[src/rtl/pli_ram.sv]
// generic single-port-write, single-port-read ram with registered read
// no dependencies
`default_nettype none

module pli_ram #(
    parameter int  WIDTH = 64,
    parameter int  DEPTH = 64,
    localparam int AW    = (DEPTH > 1) ? $clog2(DEPTH) : 1
) (
    input  wire logic             clk,
    input  wire logic             wr_en,
    input  wire logic [AW-1:0]    wr_addr,
    input  wire logic [WIDTH-1:0] wr_data,
    input  wire logic [AW-1:0]    rd_addr,
    output logic      [WIDTH-1:0] rd_data
);

    logic [WIDTH-1:0] mem [DEPTH];

    always_ff @(posedge clk)
    begin
        if (wr_en)
        begin
            mem[wr_addr] <= wr_data;
        end
        rd_data <= mem[rd_addr];
    end

endmodule

`default_nettype wire

[config.mk]
export PLATFORM = sky130hd
export DESIGN_NAME = pli_ram
export DESIGN_NICKNAME = d
export VERILOG_FILES = /design/src/rtl/pli_ram.sv
export SDC_FILE = /design/constraint.sdc
export NUM_CORES = 2
export LEC_CHECK = 0
export CAP_MARGIN = 20
export CELL_PAD_IN_SITES_DETAIL_PLACEMENT = 1
export CELL_PAD_IN_SITES_GLOBAL_PLACEMENT = 2
export CORE_UTILIZATION = 55
export CTS_CLUSTER_SIZE = 28
export DETAILED_ROUTE_END_ITERATION = 10
export DONT_BUFFER_PORTS = 1
export PLACE_DENSITY_LB_ADDON = 0.1
export SLEW_MARGIN = 25
export SYNTH_ARGS = -nofsm -noshare
export SYNTH_HDL_FRONTEND = slang
export SYNTH_SLANG_ARGS = --single-unit
[constraint.sdc]
create_clock -name clk -period 11.9 [get_ports clk]
set_input_delay 0 -clock clk [delete_from_list [all_inputs] [get_ports clk]]
set_output_delay 0 -clock clk [all_outputs]
set_load 0.03 [all_outputs]
; Yosys cells after proc, flatten, opt, wreduce, memory -nomap -nowiden
; Memory sizes are Yosys's and may differ from the RTL's. A register that Yosys moved wholly into a read port is not among the register bits.
; Index checks and enable logic that the tools add are counted.
[totals]
reg_bits = 0
ram_bits = 4096
inputBits = 78
output_inout_bits = 64
n_memories = 1
[classes]
mux = 2
[memory_table]
columns = name, depth, width, read_ports, rd_clocked_by_memory_dff, write_ports, line_no
row1 = mem, 64, 64, 1, 1, 1, 18  ; logic [WIDTH-1:0] mem [DEPTH];
[ops]
columns = op, n
row1 = 2-to-1 mux 1 bit, 2

; Logic depth before layout (Yosys ltp)
[depth]
ltp_word = 2
depth_mapped = 9

; Least setup slack after synthesis
; OpenSTA, ideal clock, no wires.
[synth_path]
path_kind = in2reg
startpoint = in wr_addr[3]
endpoint = mem mem[48][0] (enable)
setup_time_ps = 564
arrival_time_ps = 4872
t_required_ps = 11336
slack_ps = 6464
stages = 4
n_path_buf = 1
path_cell_list = clkbuf_1 nor2b_1 nand4b_1 nor3_1
[synth_lines]
columns = element, line_no
row1 = start: declaration, 12  ; input wire logic [AW-1:0] wr_addr,
row2 = end: declaration, 18
; Straight into the memory's write port.

==> key figures <==
Outcome
  • Outcome: complete, but fails checks
  • Failing checks: max-slew violations

Global routing
  • First-pass GRT wire length: 635800 um
  • Vias in the first global route: 79220
  • Pin count of the biggest net entering global routing: 692
  • Overall Global Routing Usage: 0.3258
  • Antenna violations before repair: 23
  • Grt ovf: 0

STA
  • Setup repair after global routing missed its margin: no
  • F_max: 219.3 MHz
  • Final-layout setup total negative slack: 0 ps
  • Relative max-transition margin: -0.08856
  • Period utilisation layout: 0.3831
  • Setup violators final: 0
  • Tightest Pin Transition: 1633 ps
  • Clock skew after layout: 37.20 ps
  • Worst Setup Slack, final: 7341 ps
  • Fin. max-slew vios: 65
  • Number of hold violations in the final report: 0
  • Min Clock Period, post-route: 4559 ps

Pwr
  • Power density of the placed cells: 174.5 mW/mm^2
  • Leakage: 55.99 nW
  • Power Total: 31.22 mW
  • Worst voltage drop across the vdd grid: 0.1376 mV

Clocking
  • Cell chosen for the clock root: clkbuf_16
  • Number of clock sinks seen by CTS: 4160
  • Number of CTS-inserted buffers: 416
  • Setup Fix Bufs, Post-CTS: 0
  • Clock latency at the later pin of the worst-skew pair: 970 ps
  • CTS max path bufs: 4
  • Clock Pin Slew Worst Setup and Hold Paths: 60 ps
  • Post-CTS resize count: 0
  • Number of hold-repair buffers added at the cts stage: 188
  • H-tree depth: 5
  • CTS tree: yes

Routing
  • Aggregate routed wire length: 464500 um
  • Total number of vias: 77510
  • Number of vias per cell: 6.951
  • 1st-pass router iterations: 5
  • Number of routed nets with antenna violations: 0
  • Number of DRC violations after detailed routing: 0
  • Drt initial violations: 11070
  • Wire length per cell after detailed routing: 41.66 um

Cells and area
  • Total area of multi-input combinational cells: 0.03078 mm^2
  • Filler instances: 21910
  • Fraction of final layout cells sized beyond drive strength 1: 0.2755
  • Area growth syn-to-layout: 14.40%
  • Net total in the final layout: 7113
  • FF+latch area: 0.1243 mm^2

Placement
  • Count of buffers inserted at the top-level ports: 0
  • Final weighted congestion of routability-driven global placement: 0.7594
  • Post-DP HPWL: 228100 um
  • Worst slack after detailed placement: 7393 ps

Critical path
  • Worst setup SP type: input port
  • Type of element capturing the critical path: flip-flop
  • CP max stage cell: dlygate4sd3_1
  • Type of the worst setup path: input port to flip-flop
  • Critical path data arrival time: 5380 ps
  • Buffer and inverter count on the worst path: 8
  • Most prevalent standard cell on the critical path: buf_16
  • Top delay family on crit path: buffers and inverters
  • Required time of the critical path: 12720 ps
  • CP Cell Sequence: buf_16 -> buf_16 -> buf_16 -> buf_16 -> buf_16 -> mux4_2 -> o221ai_1 -> dlygate4sd3_1 -> o22ai_1 -> dlygate4sd3_1 -> and3_1 -> dlygate4sd3_1
  • Crit path largest cell delay: 600 ps
  • Peak fanout along the critical path: 78

Synth
  • Top cell type's share of synthesized area: 0.7867
  • Area contributors post-synth: edfxtp_1, mux4_2, mux2i_1
  • Leading post-synthesis cells by instance count: edfxtp_1, mux4_2, buf_2
  • Portion of the post-synthesis area used by sequential elements: 0.7949
  • Library cell occupying the most area in the post-synthesis netlist: edfxtp_1
  • Async S/R FF share, synth: 0
  • Gate count after technology mapping: 6598
  • Post-synthesis cell area: 0.1563 mm^2
  • Mapped Nets: 6676
  • Dominant cell by count in the synthesized netlist: edfxtp_1
  • Syn Area/Cell: 23.70 um^2
  • Total number of yosys warnings: 0
  • Number of distinct library cell variants in the gate-level netlist after synthesis: 33
  • Number of flops mapped to enable cells by yosys: 4096
  • Dominant register cell in the synthesized netlist: edfxtp_1
  • Flip-flop and latch count after synthesis: 4160

Die
  • Num rows: 195
  • Initial core utilization: 0.5534
  • Total core area: 0.2825 mm^2
  • Die area: 0.2864 mm^2
  • Top-level port count: 142
  • Chip Width: 535.2 um
  • Die extent in y: 535.2 um

Min path
  • Type of the worst min-delay path: input port to flip-flop

Run
  • Max-cap violations: 0
-- cell type report --
| class | count | share of cell area |
|---|---|---|
| Timing Repair Buffer | 389 | 0.02857 |
| Sequential cell | 4160 | 0.6948 |
| Antenna cell | 14 | 0.0001959 |
| Clock inverter | 250 | 0.01476 |
| Inverter | 19 | 0.0003987 |
| Clock buffer | 527 | 0.06299 |
| Multi-Input combinational cell | 2049 | 0.1721 |
| Tap cell | 3743 | 0.02618 |
-- logic make-up after synthesis --
logic type             after synthesis  share of synthesized area
multiplexers                      1159                     0.1561
buffers and inverters              389                    0.01180
flip-flops                        4160                     0.7949
AND/OR/NAND/NOR                    386                    0.01240
AO/OA/AOI/OAI                      504                    0.02477
-- layer usage --
metal | track usage | share of wire | vias up
met5 | 0 | 0.000097 | -
met4 | 0.1051 | 0.034 | 8
met3 | 0.05442 | 0.099 | 743
met2 | 0.5220 | 0.48 | 4727
met1 | 0.4645 | 0.38 | 42620
li1 | - | - | 29410
-- worst reg2reg max path, stage by stage (launching register included) --
cell and delay [ps]:
edfxtp_1 380, mux4_2 470, o221ai_1 190, dlygate4sd3_1 620
o22ai_1 110, dlygate4sd3_1 590, and3_1 140, dlygate4sd3_1 540
-- final timing paths --
kind / from / endpoint / slack (ps) / cells past startpoint
hold reg to reg: mem[47][44] / rd_data[44] / 840 / 4
setup / recovery: rd_addr[0] / rd_data[42] / 7340 / 12
hold / removal: rd_addr[1] / rd_data[22] / 20 / 5
setup reg to reg: mem[28][32] / rd_data[32] / 8750 / 7
-- flip-flops by register name, summed over array words and instances, names as in the netlist --
signal,flops
mem,4096
rd_data,64
-- stage by stage --
stage	util	cell area (um^2)	hold slack, ps	instances
after floorplan	-	156300	98.87	6598
after global placement	0.5713	161400	101.3	10150
after detailed placement	0.5721	161600	101.9	10160
after CTS	0.6319	178500	2.391	11120
after global routing	0.6330	178800	14.36	11140
final	0.6331	178900	23.41	11150
-- power breakdown --
group	switching, mW	total (mW)	internal (mW)
Clock	5.64	13.4	7.79
Combinational	0.842	1.41	0.570
Sequential	0.159	16.4	16.2
Total	6.64	31.2	24.6
-- placed cells by master, fill, tap and decap left out, types with 29 or more instances in the layout --
cell and count:
a211oi_1 63, a22o_1 88, a22oi_1 168, and3_1 64, buf_12 39, buf_16 71, buf_4 163, bufinv_16 50
clkbuf_1 76, clkbuf_16 424, clkinv_1 73, clkinv_2 83, dfxtp_1 64, dlygate4sd3_1 111, edfxtp_1 4096, mux2i_1 135
mux4_2 1024, nand2_1 55, nand3_1 45, nor2_1 47, nor2_4 65, o221ai_1 38, o22ai_1 83, or3_1 29
Power figures use the tool's default switching activity.
