==> src/rtl/pli_pkg.sv <==
// shared types and constants for the piecewise linear interpolator
// no dependencies; pli_muldiv, piecewise_linear_interp and pli_checker import this package
`default_nettype none

package pli_pkg;

    // breakpoint table geometry
    localparam int TABLE_DEPTH = 64;
    localparam int IDX_W       = $clog2(TABLE_DEPTH);
    localparam int CNT_W       = $clog2(TABLE_DEPTH + 1);

    // coordinate format is signed q16.16; the ratio form needs no rescale
    localparam int COORD_W  = 32;
    localparam int MD_STEPS = COORD_W;
    localparam int STEP_W   = $clog2(MD_STEPS);

    localparam logic signed [COORD_W-1:0] VALUE_MAX = 32'sh7fffffff;
    localparam logic signed [COORD_W-1:0] VALUE_MIN = 32'sh80000000;

    // operation codes
    localparam logic [1:0] OP_CLEAR  = 2'd0;
    localparam logic [1:0] OP_APPEND = 2'd1;
    localparam logic [1:0] OP_EVAL   = 2'd2;

    typedef struct packed {
        logic [1:0]                operation;
        logic signed [COORD_W-1:0] x_coord;
        logic signed [COORD_W-1:0] y_coord;
    } req_t;

    typedef struct packed {
        logic signed [COORD_W-1:0] value;
        logic                      table_empty;
    } res_t;

    typedef enum logic [2:0] {
        S_IDLE,
        S_FIRST,
        S_SCAN,
        S_PREP,
        S_MULDIV,
        S_DONE
    } seq_state_t;

    typedef enum logic [1:0] {
        MD_IDLE,
        MD_MUL,
        MD_DIV
    } md_state_t;

    typedef struct packed {
        logic               start;
        logic [COORD_W-1:0] dx;
        logic [COORD_W-1:0] mag;
        logic [COORD_W-1:0] span;
    } md_req_t;

    typedef struct packed {
        logic               done;
        logic [COORD_W-1:0] quot;
    } md_rsp_t;

endpackage

`default_nettype wire

==> src/rtl/pli_muldiv.sv <==
// serial unsigned multiply then divide: (dx * mag) / span, one adder shared
// depends on pli_pkg
`default_nettype none

module pli_muldiv (
    input  wire logic              clk,
    input  wire logic              rst_n,
    input  wire pli_pkg::md_req_t  md_req,
    output pli_pkg::md_rsp_t       md_rsp
);

    import pli_pkg::*;

    localparam logic [STEP_W-1:0] STEP_LAST = STEP_W'(MD_STEPS - 1);

    md_state_t          state_reg, state_next;
    logic [STEP_W-1:0]  step_reg, step_next;
    logic               done_reg, done_next;
    logic [COORD_W:0]   hi_reg, hi_next;
    logic [COORD_W-1:0] lo_reg, lo_next;
    logic [COORD_W-1:0] dx_reg, dx_next;
    logic [COORD_W-1:0] span_reg, span_next;

    logic [COORD_W+1:0] add_a, add_b, add_sum;
    logic               add_cin;
    logic [COORD_W:0]   rem_shift;

    // shared adder: accumulate in multiply, trial subtract in divide
    always_comb
    begin
        rem_shift = {hi_reg[COORD_W-1:0], lo_reg[COORD_W-1]};
        case (state_reg)
            MD_MUL:
            begin
                add_a   = {1'b0, hi_reg};
                add_b   = lo_reg[0] ? {2'b00, dx_reg} : '0;
                add_cin = 1'b0;
            end
            MD_DIV:
            begin
                add_a   = {1'b0, rem_shift};
                add_b   = ~{2'b00, span_reg};
                add_cin = 1'b1;
            end
            default:
            begin
                add_a   = '0;
                add_b   = '0;
                add_cin = 1'b0;
            end
        endcase
        add_sum = add_a + add_b + {{(COORD_W+1){1'b0}}, add_cin};
    end

    always_comb
    begin
        state_next = state_reg;
        step_next  = step_reg;
        done_next  = 1'b0;
        hi_next    = hi_reg;
        lo_next    = lo_reg;
        dx_next    = dx_reg;
        span_next  = span_reg;
        case (state_reg)
            MD_IDLE:
            begin
                if (md_req.start)
                begin
                    hi_next    = '0;
                    lo_next    = md_req.mag;
                    dx_next    = md_req.dx;
                    span_next  = md_req.span;
                    step_next  = '0;
                    state_next = MD_MUL;
                end
            end
            MD_MUL:
            begin
                // shift right through hi:lo, product ends split across both
                hi_next   = {1'b0, add_sum[COORD_W:1]};
                lo_next   = {add_sum[0], lo_reg[COORD_W-1:1]};
                step_next = step_reg + STEP_W'(1);
                if (step_reg == STEP_LAST)
                begin
                    step_next  = '0;
                    state_next = MD_DIV;
                end
            end
            MD_DIV:
            begin
                // high half is below span, so 32 restoring steps suffice
                hi_next   = add_sum[COORD_W+1] ? rem_shift : add_sum[COORD_W:0];
                lo_next   = {lo_reg[COORD_W-2:0], ~add_sum[COORD_W+1]};
                step_next = step_reg + STEP_W'(1);
                if (step_reg == STEP_LAST)
                begin
                    done_next  = 1'b1;
                    state_next = MD_IDLE;
                end
            end
            default:
            begin
                state_next = MD_IDLE;
            end
        endcase
    end

    always_ff @(posedge clk or negedge rst_n)
    begin
        if (!rst_n)
        begin
            state_reg <= MD_IDLE;
            step_reg  <= '0;
            done_reg  <= 1'b0;
        end
        else
        begin
            state_reg <= state_next;
            step_reg  <= step_next;
            done_reg  <= done_next;
        end
    end

    always_ff @(posedge clk)
    begin
        hi_reg   <= hi_next;
        lo_reg   <= lo_next;
        dx_reg   <= dx_next;
        span_reg <= span_next;
    end

    assign md_rsp.done = done_reg;
    assign md_rsp.quot = lo_reg;

endmodule

`default_nettype wire

==> config.mk <==
export PLATFORM = sky130hd
export DESIGN_NAME = pli_muldiv
export DESIGN_NICKNAME = d
export VERILOG_FILES = /design/src/rtl/pli_pkg.sv /design/src/rtl/pli_muldiv.sv
export SDC_FILE = /design/constraint.sdc
export NUM_CORES = 1
export LEC_CHECK = 0
export ABC_CLOCK_PERIOD_IN_PS = 5520
export BUFFER_PORTS_ARGS = -buffer_cell sky130_fd_sc_hd__buf_4
export CAP_MARGIN = 40
export CORE_MARGIN = 2
export CORE_UTILIZATION = 58
export CTS_CLUSTER_DIAMETER = 40
export DETAILED_ROUTE_END_ITERATION = 7
export HOLD_SLACK_MARGIN = 0.08
export PLACE_DENSITY = 0.81
export SLEW_MARGIN = 20
export SYNTH_ARGS = -nofsm -noshare
export SYNTH_HDL_FRONTEND = slang
export SYNTH_SLANG_ARGS = --single-unit
export TNS_END_PERCENT = 100
==> constraint.sdc <==
create_clock -name clk -period 5.52 [get_ports clk]
set_input_delay 1.104 -clock clk [delete_from_list [all_inputs] [get_ports clk]]
set_output_delay 1.104 -clock clk [all_outputs]
set_load 0.005 [all_outputs]
## Word level (Yosys, flattened, before mapping)

Cells that the tools add are included.

| storage, ports and cells | value |
|---|---|
| memory bits (writable) | 0 |
| output and inout bits | 33 |
| register bits after elaboration | 137 |
| bits in read-only memories | 0 |
| memories kept | 0 |
| latch bits | 0 |
| bits of input ports | 99 |

| operators by class | value |
|---|---|
| reduce and logical (&&, ||, !) cells | 5 |
| bitwise gates (word level) | 2 |
| equality and inequality tests | 6 |
| muxes and demuxes | 18 |
| $mul | 0 |
| shifts and indexed selects | 0 |
| divide/modulo/power cells | 0 |
| $lt $le $gt $ge | 0 |
| $add $sub $neg | 3 |

Operators with widths:

| operator | count |
|---|---|
| $pmux 33 s3 | 1 |
| $pmux 32 s3 | 1 |
| $pmux 34 s2 | 1 |
| $mux 33 | 2 |
| $pmux 33 s2 | 1 |
| $mux 32 | 2 |
| $add 34x1->34 | 1 |
| $add 34x34->34 | 1 |
| $not 32->34 | 1 |
| $pmux 5 s3 | 1 |
| $mux 5 | 2 |
| $mux 2 | 3 |
| $ne 2x2->1 const B | 3 |
| $pmux 2 s3 | 1 |
| $add 5x1->5 const B | 1 |
| $eq 5x5->1 const B | 1 |
| $reduce_and 2->1 | 2 |
| $mux 1 | 3 |
| $reduce_and 3->1 | 1 |
| $reduce_bool 3->1 | 1 |
| $eq 2x1->1 const B | 1 |
| $eq 2x2->1 const B | 1 |
| $logic_not 2->1 | 1 |
| $not 1->1 | 1 |

## Logic depth before layout (Yosys ltp)

Gate-level depths: netlist of run 1.

| logic depth | value |
|---|---|
| word-level depth | 6 |
| depth in mapped cells | 21 |
| mapped depth without buffers | 18 |

## Worst setup path after synthesis of run 1

Ideal clock, no wire load.

| timing | value |
|---|---|
| kind | flip-flop to flip-flop |
| start | reg state_reg[0] |
| end | reg hi_reg[26] (data pin) |
| arrival | 3.803 ns |
| period minus slack after synthesis | 4.078 ns |
| setup slack | 1.442 ns |
| setup time | 0.275 ns |
| required time | 5.245 ns |
| stages on the path, launching flop included | 19 |
| cells stage by stage | dfrtp_1 inv_1 ha_1 clkbuf_1 clkbuf_1 buf_1 nand2_1 fa_1 inv_1 fa_1 a211oi_1 o211ai_1 a221oi_2 o21ba_2 o31ai_1 a311o_1 xor2_1 o21ai_0 o221ai_1 |

| on the way | value |
|---|---|
| longest elaborated chain between the ends | 6 |
| elaborated cells on any way between the ends | 10 |

RTL lines:

| element | line | source |
|---|---|---|
| from (decl) | pli_muldiv.sv:16 | `md_state_t state_reg, state_next;` |
| from (signal assigned) | pli_muldiv.sv:118 | `state_reg <= state_next;` |
| $eq 2x2->1 / $eq 2x1->1 (equally long branches) | pli_muldiv.sv:32, pli_muldiv.sv:64 |  |
| $pmux 33 s2 / $pmux 34 s2 (equally long branches) | pli_muldiv.sv:32 | `case (state_reg)` |
| $add 34x34->34 | pli_muldiv.sv:52 | `add_sum = add_a + add_b + {{(COORD_W+1){1'b0}}, add_cin};` |
| $add 34x1->34 | pli_muldiv.sv:52 |  |
| $mux 33 | pli_muldiv.sv:92 | `hi_next = add_sum[COORD_W+1] ? rem_shift : add_sum[COORD_W:0];` |
| $pmux 33 s3 (*) | pli_muldiv.sv:64 | `case (state_reg)` |
| net hi_next[26] | pli_muldiv.sv:19 | `logic [COORD_W:0] hi_reg, hi_next;` |
| to (signal assigned) | pli_muldiv.sv:126 | `hi_reg <= hi_next;` |
| to (decl) | pli_muldiv.sv:19 |  |

Mark *: on every way through the listed nets, which the timed path passes. The rest lies on a longest branch.
A chain may end at the register's enable or synchronous reset.

## Worst setup path after layout of run 1

Same ends and word-level chain as after synthesis.

==> run_results.csv, run 1 <==
group,metric,value,unit
status,status,"finished clean",
worst_hold_path,hold_path_depth,2,
drt,ant_nets,0,
setup_path,r2r_slack,0.57,ns
clock_tree,cts_resized,0,
timing,setup_violations,0,
final_layout,multi_input_area,4134,um^2
timing,drv_slew,0,
yosys,syn_area,8477,um^2
setup_path,cp.depth,17,
yosys,async_flop_share,5.839,%
setup_path,slowest_stage,"a221oi_2",
yosys,netlist.area_leader.share,45.70,%
yosys,ys_ff_latch,137,
yosys,ys_seq_area_share,48.06,%
floorplanning,start_util,58.77,%
setup_path,crit_top_cell,"inv_1",
timing,period_share,89.65,%
pwr,power_per_cell_area,562.1,nW/um^2
yosys,synth_simple_gate_area_share,16.89,%
floorplanning,die_h,124.9,um
drt,wirelength,21100,um
clock_tree,cts_setup_buffers,0,
floorplanning,die_w,124.9,um
clock_tree,cts_root_buf,"clkbuf_16",
setup_path,criticalPathCategory,"flop to flop",
final_layout,regArea,4074,um^2
timing,fin_worst_skew,0.009309,ns
timing,rsz0062_at_grt,"false",
placed_design,post-place-ws,0.6823,ns
timing,setup_tns,0,ns
yosys,yosys-top-cells-count,"edfxtp_1 (129), nand2_1 (96), a21oi_1 (70), o21ai_0 (65), a22oi_1 (63)",
yosys,yosysMostFrequentCell,"edfxtp_1",
clock_tree,cts_tree,"yes",
setup_path,cpPeakStageDelay,0.49,ns
final_layout,antenna_cells,0,
setup_path,cp-end-kind,"flop",
clock_tree,cts_max_path_buffers,2,
drt,dr.pass1.iters,6,
final_layout,post-route-util,70.41,%
final_layout,drive_gt1_share,19.77,%
final_layout,nFillCells,1103,
floorplanning,rows,44,
yosys,yosys.area.top_type,"edfxtp_1",
timing,finalHoldViolCount,0,
yosys,synth_flop_cell,"edfxtp_1",
job,max-cap-violations,0,
global_routing,grt_start_max_net_pins,76,
timing,setup_slack,0.5715,ns
worst_hold_path,min_to,"step_reg[4]$_DFFE_PN0P_",
setup_path,crit_fanout,19,
pwr,irDropWorstVdd,0.3440,mV
drt,drc_errors,0,
clock_tree,cts_buffers,17,
yosys,yosys-top-cells-area,"edfxtp_1 (46%), ha_1 (5.8%), a22oi_1 (5.6%), nand2_1 (4.3%), a21oi_1 (4.1%)",
floorplanning,die-area,15600,um^2
drt,via_per_inst,6.270,
final_layout,area_growth,19.81,%
yosys,avgSynthCellArea,9.949,um^2
yosys,synth.area.mux_share,0.1328,%
yosys,synth_top_family_by_area,"compound AO/OA/AOI/OAI gates",
timing,worst_pin_slew,0.8508,ns
yosys,yosysWarnings,0,
timing,max_freq,202.1,MHz
setup_path,worstPathRequired,5.76,ns
clock_tree,h-tree-depth,4,
placed_design,port_buffers,131,
final_layout,largest_reg_flops,33,
placed_design,dp_hpwl,14390,um
yosys,synth-compound-area-share,22.36,%
yosys,synthAdderAreaFrac,6.229,%
drt,via_count,7242,
setup_path,path_cells,"inv_1 -> ha_2 -> inv_1 -> o21ai_0 -> nand2_1 -> fa_1 -> inv_1 -> fa_1 -> a211oi_1 -> o211ai_1 -> a221oi_2 -> o21ba_2 -> o31ai_1 -> a311o_1 -> xor2_1 -> o21ai_0 -> o221ai_1",
floorplanning,coreArea,14420,um^2
setup_path,startpoint,"state_reg[0]$_DFFE_PN0P_",
worst_hold_path,min_path_type,"flop to flop",
yosys,synthCells,852,
setup_path,crit_path_start_kind,"flop",
timing,slew_headroom,43.28,%
setup_path,path_buf_inv,3,
yosys,synth_edf_count,129,
yosys,synth_cell_types,63,
setup_path,ff2ff_path_depth,17,
drt,wl_per_cell,18.27,um
worst_hold_path,holdCritStartpoint,"step_reg[4]$_DFFE_PN0P_",
floorplanning,io_pins,132,
global_routing,antenna_found_initial,0,
clock_tree,clk_pin_slew,0.06,ns
clock_tree,cts.sinks,137,
global_routing,first_global_vias,6799,
global_routing,grt_pass1_wl,33510,um
global_routing,grt_usage,26.50,%
yosys,synth_xor_area_share,2.893,%
placed_design,gp_congestion,0.9125,
drt,dr.first_iter.drc_count,774,
final_layout,final_nets,1098,
pwr,p_leak,0.003944,uW
clock_tree,clk_latency,0.43,ns
setup_path,worstReg2RegEnd,"hi_reg[26]$_DFFE_PP_",
clock_tree,cts_hold_buffers,0,
setup_path,cp_top_family,"compound AO/OA/AOI/OAI gates",
setup_path,r2r-start,"state_reg[0]$_DFFE_PN0P_",
timing,period_needed,4.948,ns
global_routing,grt_overflow,0,
yosys,synth.net_count,992,
setup_path,crit_arrival,5.19,ns
[placed cells by master, fill, tap and decap left out, drive strengths merged, types with 21 or more instances in the layout]
cell	count
a21oi	72
edfxtp	129
and2	41
nor2b	40
nand4	21
nand2	96
a22oi	63
ha	39
nor2	55
buf	145
o21ai	67
[stage by stage]
| stage | power, uW | std cells | instance area, um^2 | hold WS, ns |
|---|---|---|---|---|
| final | 5709 | 1155 | 10160 | 0.4842 |
| after global routing | 6025 | 1155 | 10160 | 0.4863 |
| after CTS | 5672 | 1155 | 10160 | 0.4803 |
| after detailed placement | 4545 | 1123 | 9588 | 0.4685 |
| after global placement | 4463 | 1121 | 9557 | 0.4624 |
| after floorplan | 3704 | 852 | 8477 | 0.4375 |
[layer usage]
| layer | wire, um | part of all wire, % | global-route usage, % |
|---|---|---|---|
| met4 | 439 | 2.1 | 8.105 |
| met2 | 10310 | 49 | 43.62 |
| met5 | 0 | 0 | 0 |
| met3 | 1532 | 7.3 | 5.799 |
| met1 | 8824 | 42 | 35.38 |
[worst register-to-register path, delay by kind of cell, from the launching register on]
family                     cells  cell delay (ns)
adders and majority gates      3             0.83
AOI/OAI and AO/OA              9             2.52
buffers and inverters          3             0.67
and+or+nand+nor                1             0.13
DFF                            1             0.40
xor gates and xnor gates       1             0.21
[worst max path at each step]
stage               slack [ns]                    to
finish                    0.57  hi_reg[26]$_DFFE_PP_
global route              0.27   hi_reg[9]$_DFFE_PP_
global placement          0.73  hi_reg[26]$_DFFE_PP_
detailed placement        0.68  hi_reg[26]$_DFFE_PP_
CTS                       0.64  hi_reg[26]$_DFFE_PP_
floorplan                 1.44  hi_reg[26]$_DFFE_PP_
[final cells by class]
cell class              instances  share of cell area [%]
flip-flops and latches        137                   40.11
multi-input cells             645                   40.70
clock inverters                12                   1.294
inverters                      12                  0.4435
repair buffers                145                   10.88
clock buffers                  20                   4.300
well taps                     184                   2.267
[where the power goes]
group | internal, uW | switching (uW)
registers | 1720 | 259
logic | 991 | 1620
clock network | 699 | 423
total | 3410 | 2300
[cells by family (layout without fill, tap and decap cells)]
| kind of cell | Yosys count | after routing |
|---|---|---|
| adder cells (fa/ha/maj) | 41 | 41 |
| multiplexers | 1 | 1 |
| AO/OA/AOI/OAI | 287 | 287 |
| XOR/XNOR | 28 | 28 |
| buffers and inverters | 70 | 189 |
| AND/OR/NAND/NOR | 288 | 288 |
| flip-flops | 137 | 137 |
(Power assumes the default switching activity.)
==> run 2, diff against run 1 <==
--- a/config.mk
+++ b/config.mk
@@ -13,6 +13,7 @@
 export CTS_CLUSTER_DIAMETER = 40
 export DETAILED_ROUTE_END_ITERATION = 7
 export HOLD_SLACK_MARGIN = 0.08
+export MAX_ROUTING_LAYER = met4
 export PLACE_DENSITY = 0.81
 export SLEW_MARGIN = 20
 export SYNTH_ARGS = -nofsm -noshare
==> run 2 against run 1 <==
Effect of this change: the flow now finishes with violations (design-rule violations); final cell count stayed put; global-route usage is 0.95 points higher; clock power is 9.8% lower; critical path depth is 1 higher; die area stayed put; combinational power hardly changed; final area is 0.41% lower; hold slack worse by 0.015 ns; critical endpoint is now hi_reg[9]$_DFFE_PP_; largest power group unchanged.
==> run_results.csv, run 2 (synthesized netlist as in run 1, its figures left out) <==
group,metric,value,unit
clock_tree,clk_pin_slew,0.06,ns
worst_hold_path,min_path_type,"flop to flop",
final_layout,largest_reg_flops,33,
final_layout,post-route-util,70.12,%
drt,drc_errors,1,
floorplanning,start_util,58.77,%
timing,max_freq,199.3,MHz
pwr,power_per_cell_area,555.4,nW/um^2
setup_path,crit_arrival,5.18,ns
floorplanning,coreArea,14420,um^2
global_routing,grt_overflow,0,
timing,rsz0062_at_grt,"false",
setup_path,r2r_slack,0.50,ns
setup_path,crit_path_start_kind,"flop",
timing,period_needed,5.017,ns
global_routing,first_global_vias,6833,
final_layout,mostFrequentLayoutCell,"buf_4",
clock_tree,cts_root_buf,"clkbuf_16",
drt,ant_nets,0,
clock_tree,h-tree-depth,4,
timing,worst_pin_slew,0.7745,ns
job,max-cap-violations,0,
timing,setup_violations,0,
floorplanning,die-area,15600,um^2
setup_path,worstPathRequired,5.69,ns
floorplanning,io_pins,132,
timing,finalHoldViolCount,0,
global_routing,grt_start_max_net_pins,76,
clock_tree,cts_buffers,17,
placed_design,dp_hpwl,14290,um
global_routing,grt_pass1_wl,33620,um
final_layout,final_nets,1098,
pwr,p_leak,0.003928,uW
clock_tree,cts.sinks,137,
global_routing,antenna_found_initial,0,
drt,dr.first_iter.drc_count,840,
timing,setup_tns,0,ns
clock_tree,cts_tree,"yes",
timing,slew_headroom,48.37,%
drt,wirelength,21160,um
status,violations,"design-rule violations",
drt,via_count,7296,
drt,dr.pass1.iters,8,
clock_tree,clk_latency,0.42,ns
clock_tree,cts_resized,0,
placed_design,port_buffers,131,
timing,period_share,90.88,%
final_layout,nFillCells,1103,
status,status,"finished with violations",
floorplanning,rows,44,
floorplanning,die_h,124.9,um
placed_design,gp_congestion,0.9370,
final_layout,drive_gt1_share,19.88,%
drt,wl_per_cell,18.32,um
floorplanning,die_w,124.9,um
setup_path,cp-end-kind,"flop",
clock_tree,cts_max_path_buffers,2,
pwr,irDropWorstVdd,0.3192,mV
timing,drv_slew,0,
clock_tree,cts_hold_buffers,0,
final_layout,antenna_cells,0,
timing,fin_worst_skew,0.01018,ns
setup_path,crit_fanout,18,
setup_path,criticalPathCategory,"flop to flop",
drt,via_per_inst,6.317,
clock_tree,cts_setup_buffers,0,
final_layout,area_growth,19.32,%
final_layout,final_cell_mix,"buf_4 (142), edfxtp_1 (129), nand2_1 (96), a21oi_1 (70), o21ai_0 (65)",
global_routing,grt_usage,27.45,%
## run 2: per-stage QoR
stage	setup WS [ns]	std cells	hold WS [ns]	area (um^2)	power [uW]
floorplan	1.442	852	0.4375	8477	3704
global placement	0.7340	1120	0.4594	9549	4453
detailed placement	0.5921	1122	0.4606	9580	4546
CTS	0.5642	1154	0.4740	10100	5580
global route	0.2767	1155	0.4764	10110	5949
finish	0.5034	1155	0.4688	10110	5618
## run 2: worst max-delay path: stages, from the launching register on
cell and delay [ns]:
dfrtp_1 0.39, inv_1 0.13, ha_1 0.30, and2_1 0.22, buf_4 0.21, nand2_1 0.09, o21ai_0 0.10, and2_1 0.21
ha_1 0.40, o21ai_1 0.14, a211oi_1 0.31, o21ai_0 0.20, nor2_1 0.27, a21oi_2 0.11, o211a_4 0.27, nor3_2 0.54
nor2_2 0.28, buf_6 0.23, a221o_1 0.32
## run 2: final cells by class
type / instances / area (um^2) / area share (%)
flip-flops and latches: 137 / 4074 / 40.28
clock inverters: 13 / 86.33 / 0.8535
well taps: 184 / 230.2 / 2.276
clock buffers: 19 / 432.9 / 4.280
inverters: 12 / 45.04 / 0.4453
multi-input cells: 645 / 4134 / 40.87
repair buffers: 145 / 1112 / 11.00
## run 2: path summary, 6_finish.rpt
check                                         start                        to  cells past startpoint
min                         step_reg[3]$_DFFE_PN0P_   step_reg[3]$_DFFE_PN0P_                      1
min reg2reg                 step_reg[3]$_DFFE_PN0P_   step_reg[3]$_DFFE_PN0P_                      1
min in group asynchronous                     rst_n   step_reg[1]$_DFFE_PN0P_                      1
max reg2reg                state_reg[1]$_DFFE_PN0P_       hi_reg[9]$_DFFE_PP_                     18
max                        state_reg[1]$_DFFE_PN0P_       hi_reg[9]$_DFFE_PP_                     18
max in group asynchronous                     rst_n  state_reg[0]$_DFFE_PN0P_                      1
## run 2: routing by layer
layer,up-vias,GRT usage [%],wire (um)
met2,385,44.78,10490
met4,0,7.516,270
li1,3417,-,-
met5,-,-,0
met1,3460,35.09,8750
met3,34,5.885,1652
## run 2: power breakdown
part           internal, uW  switching (uW)
sequential             1720             256
clock                   604             408
combinational           996            1630
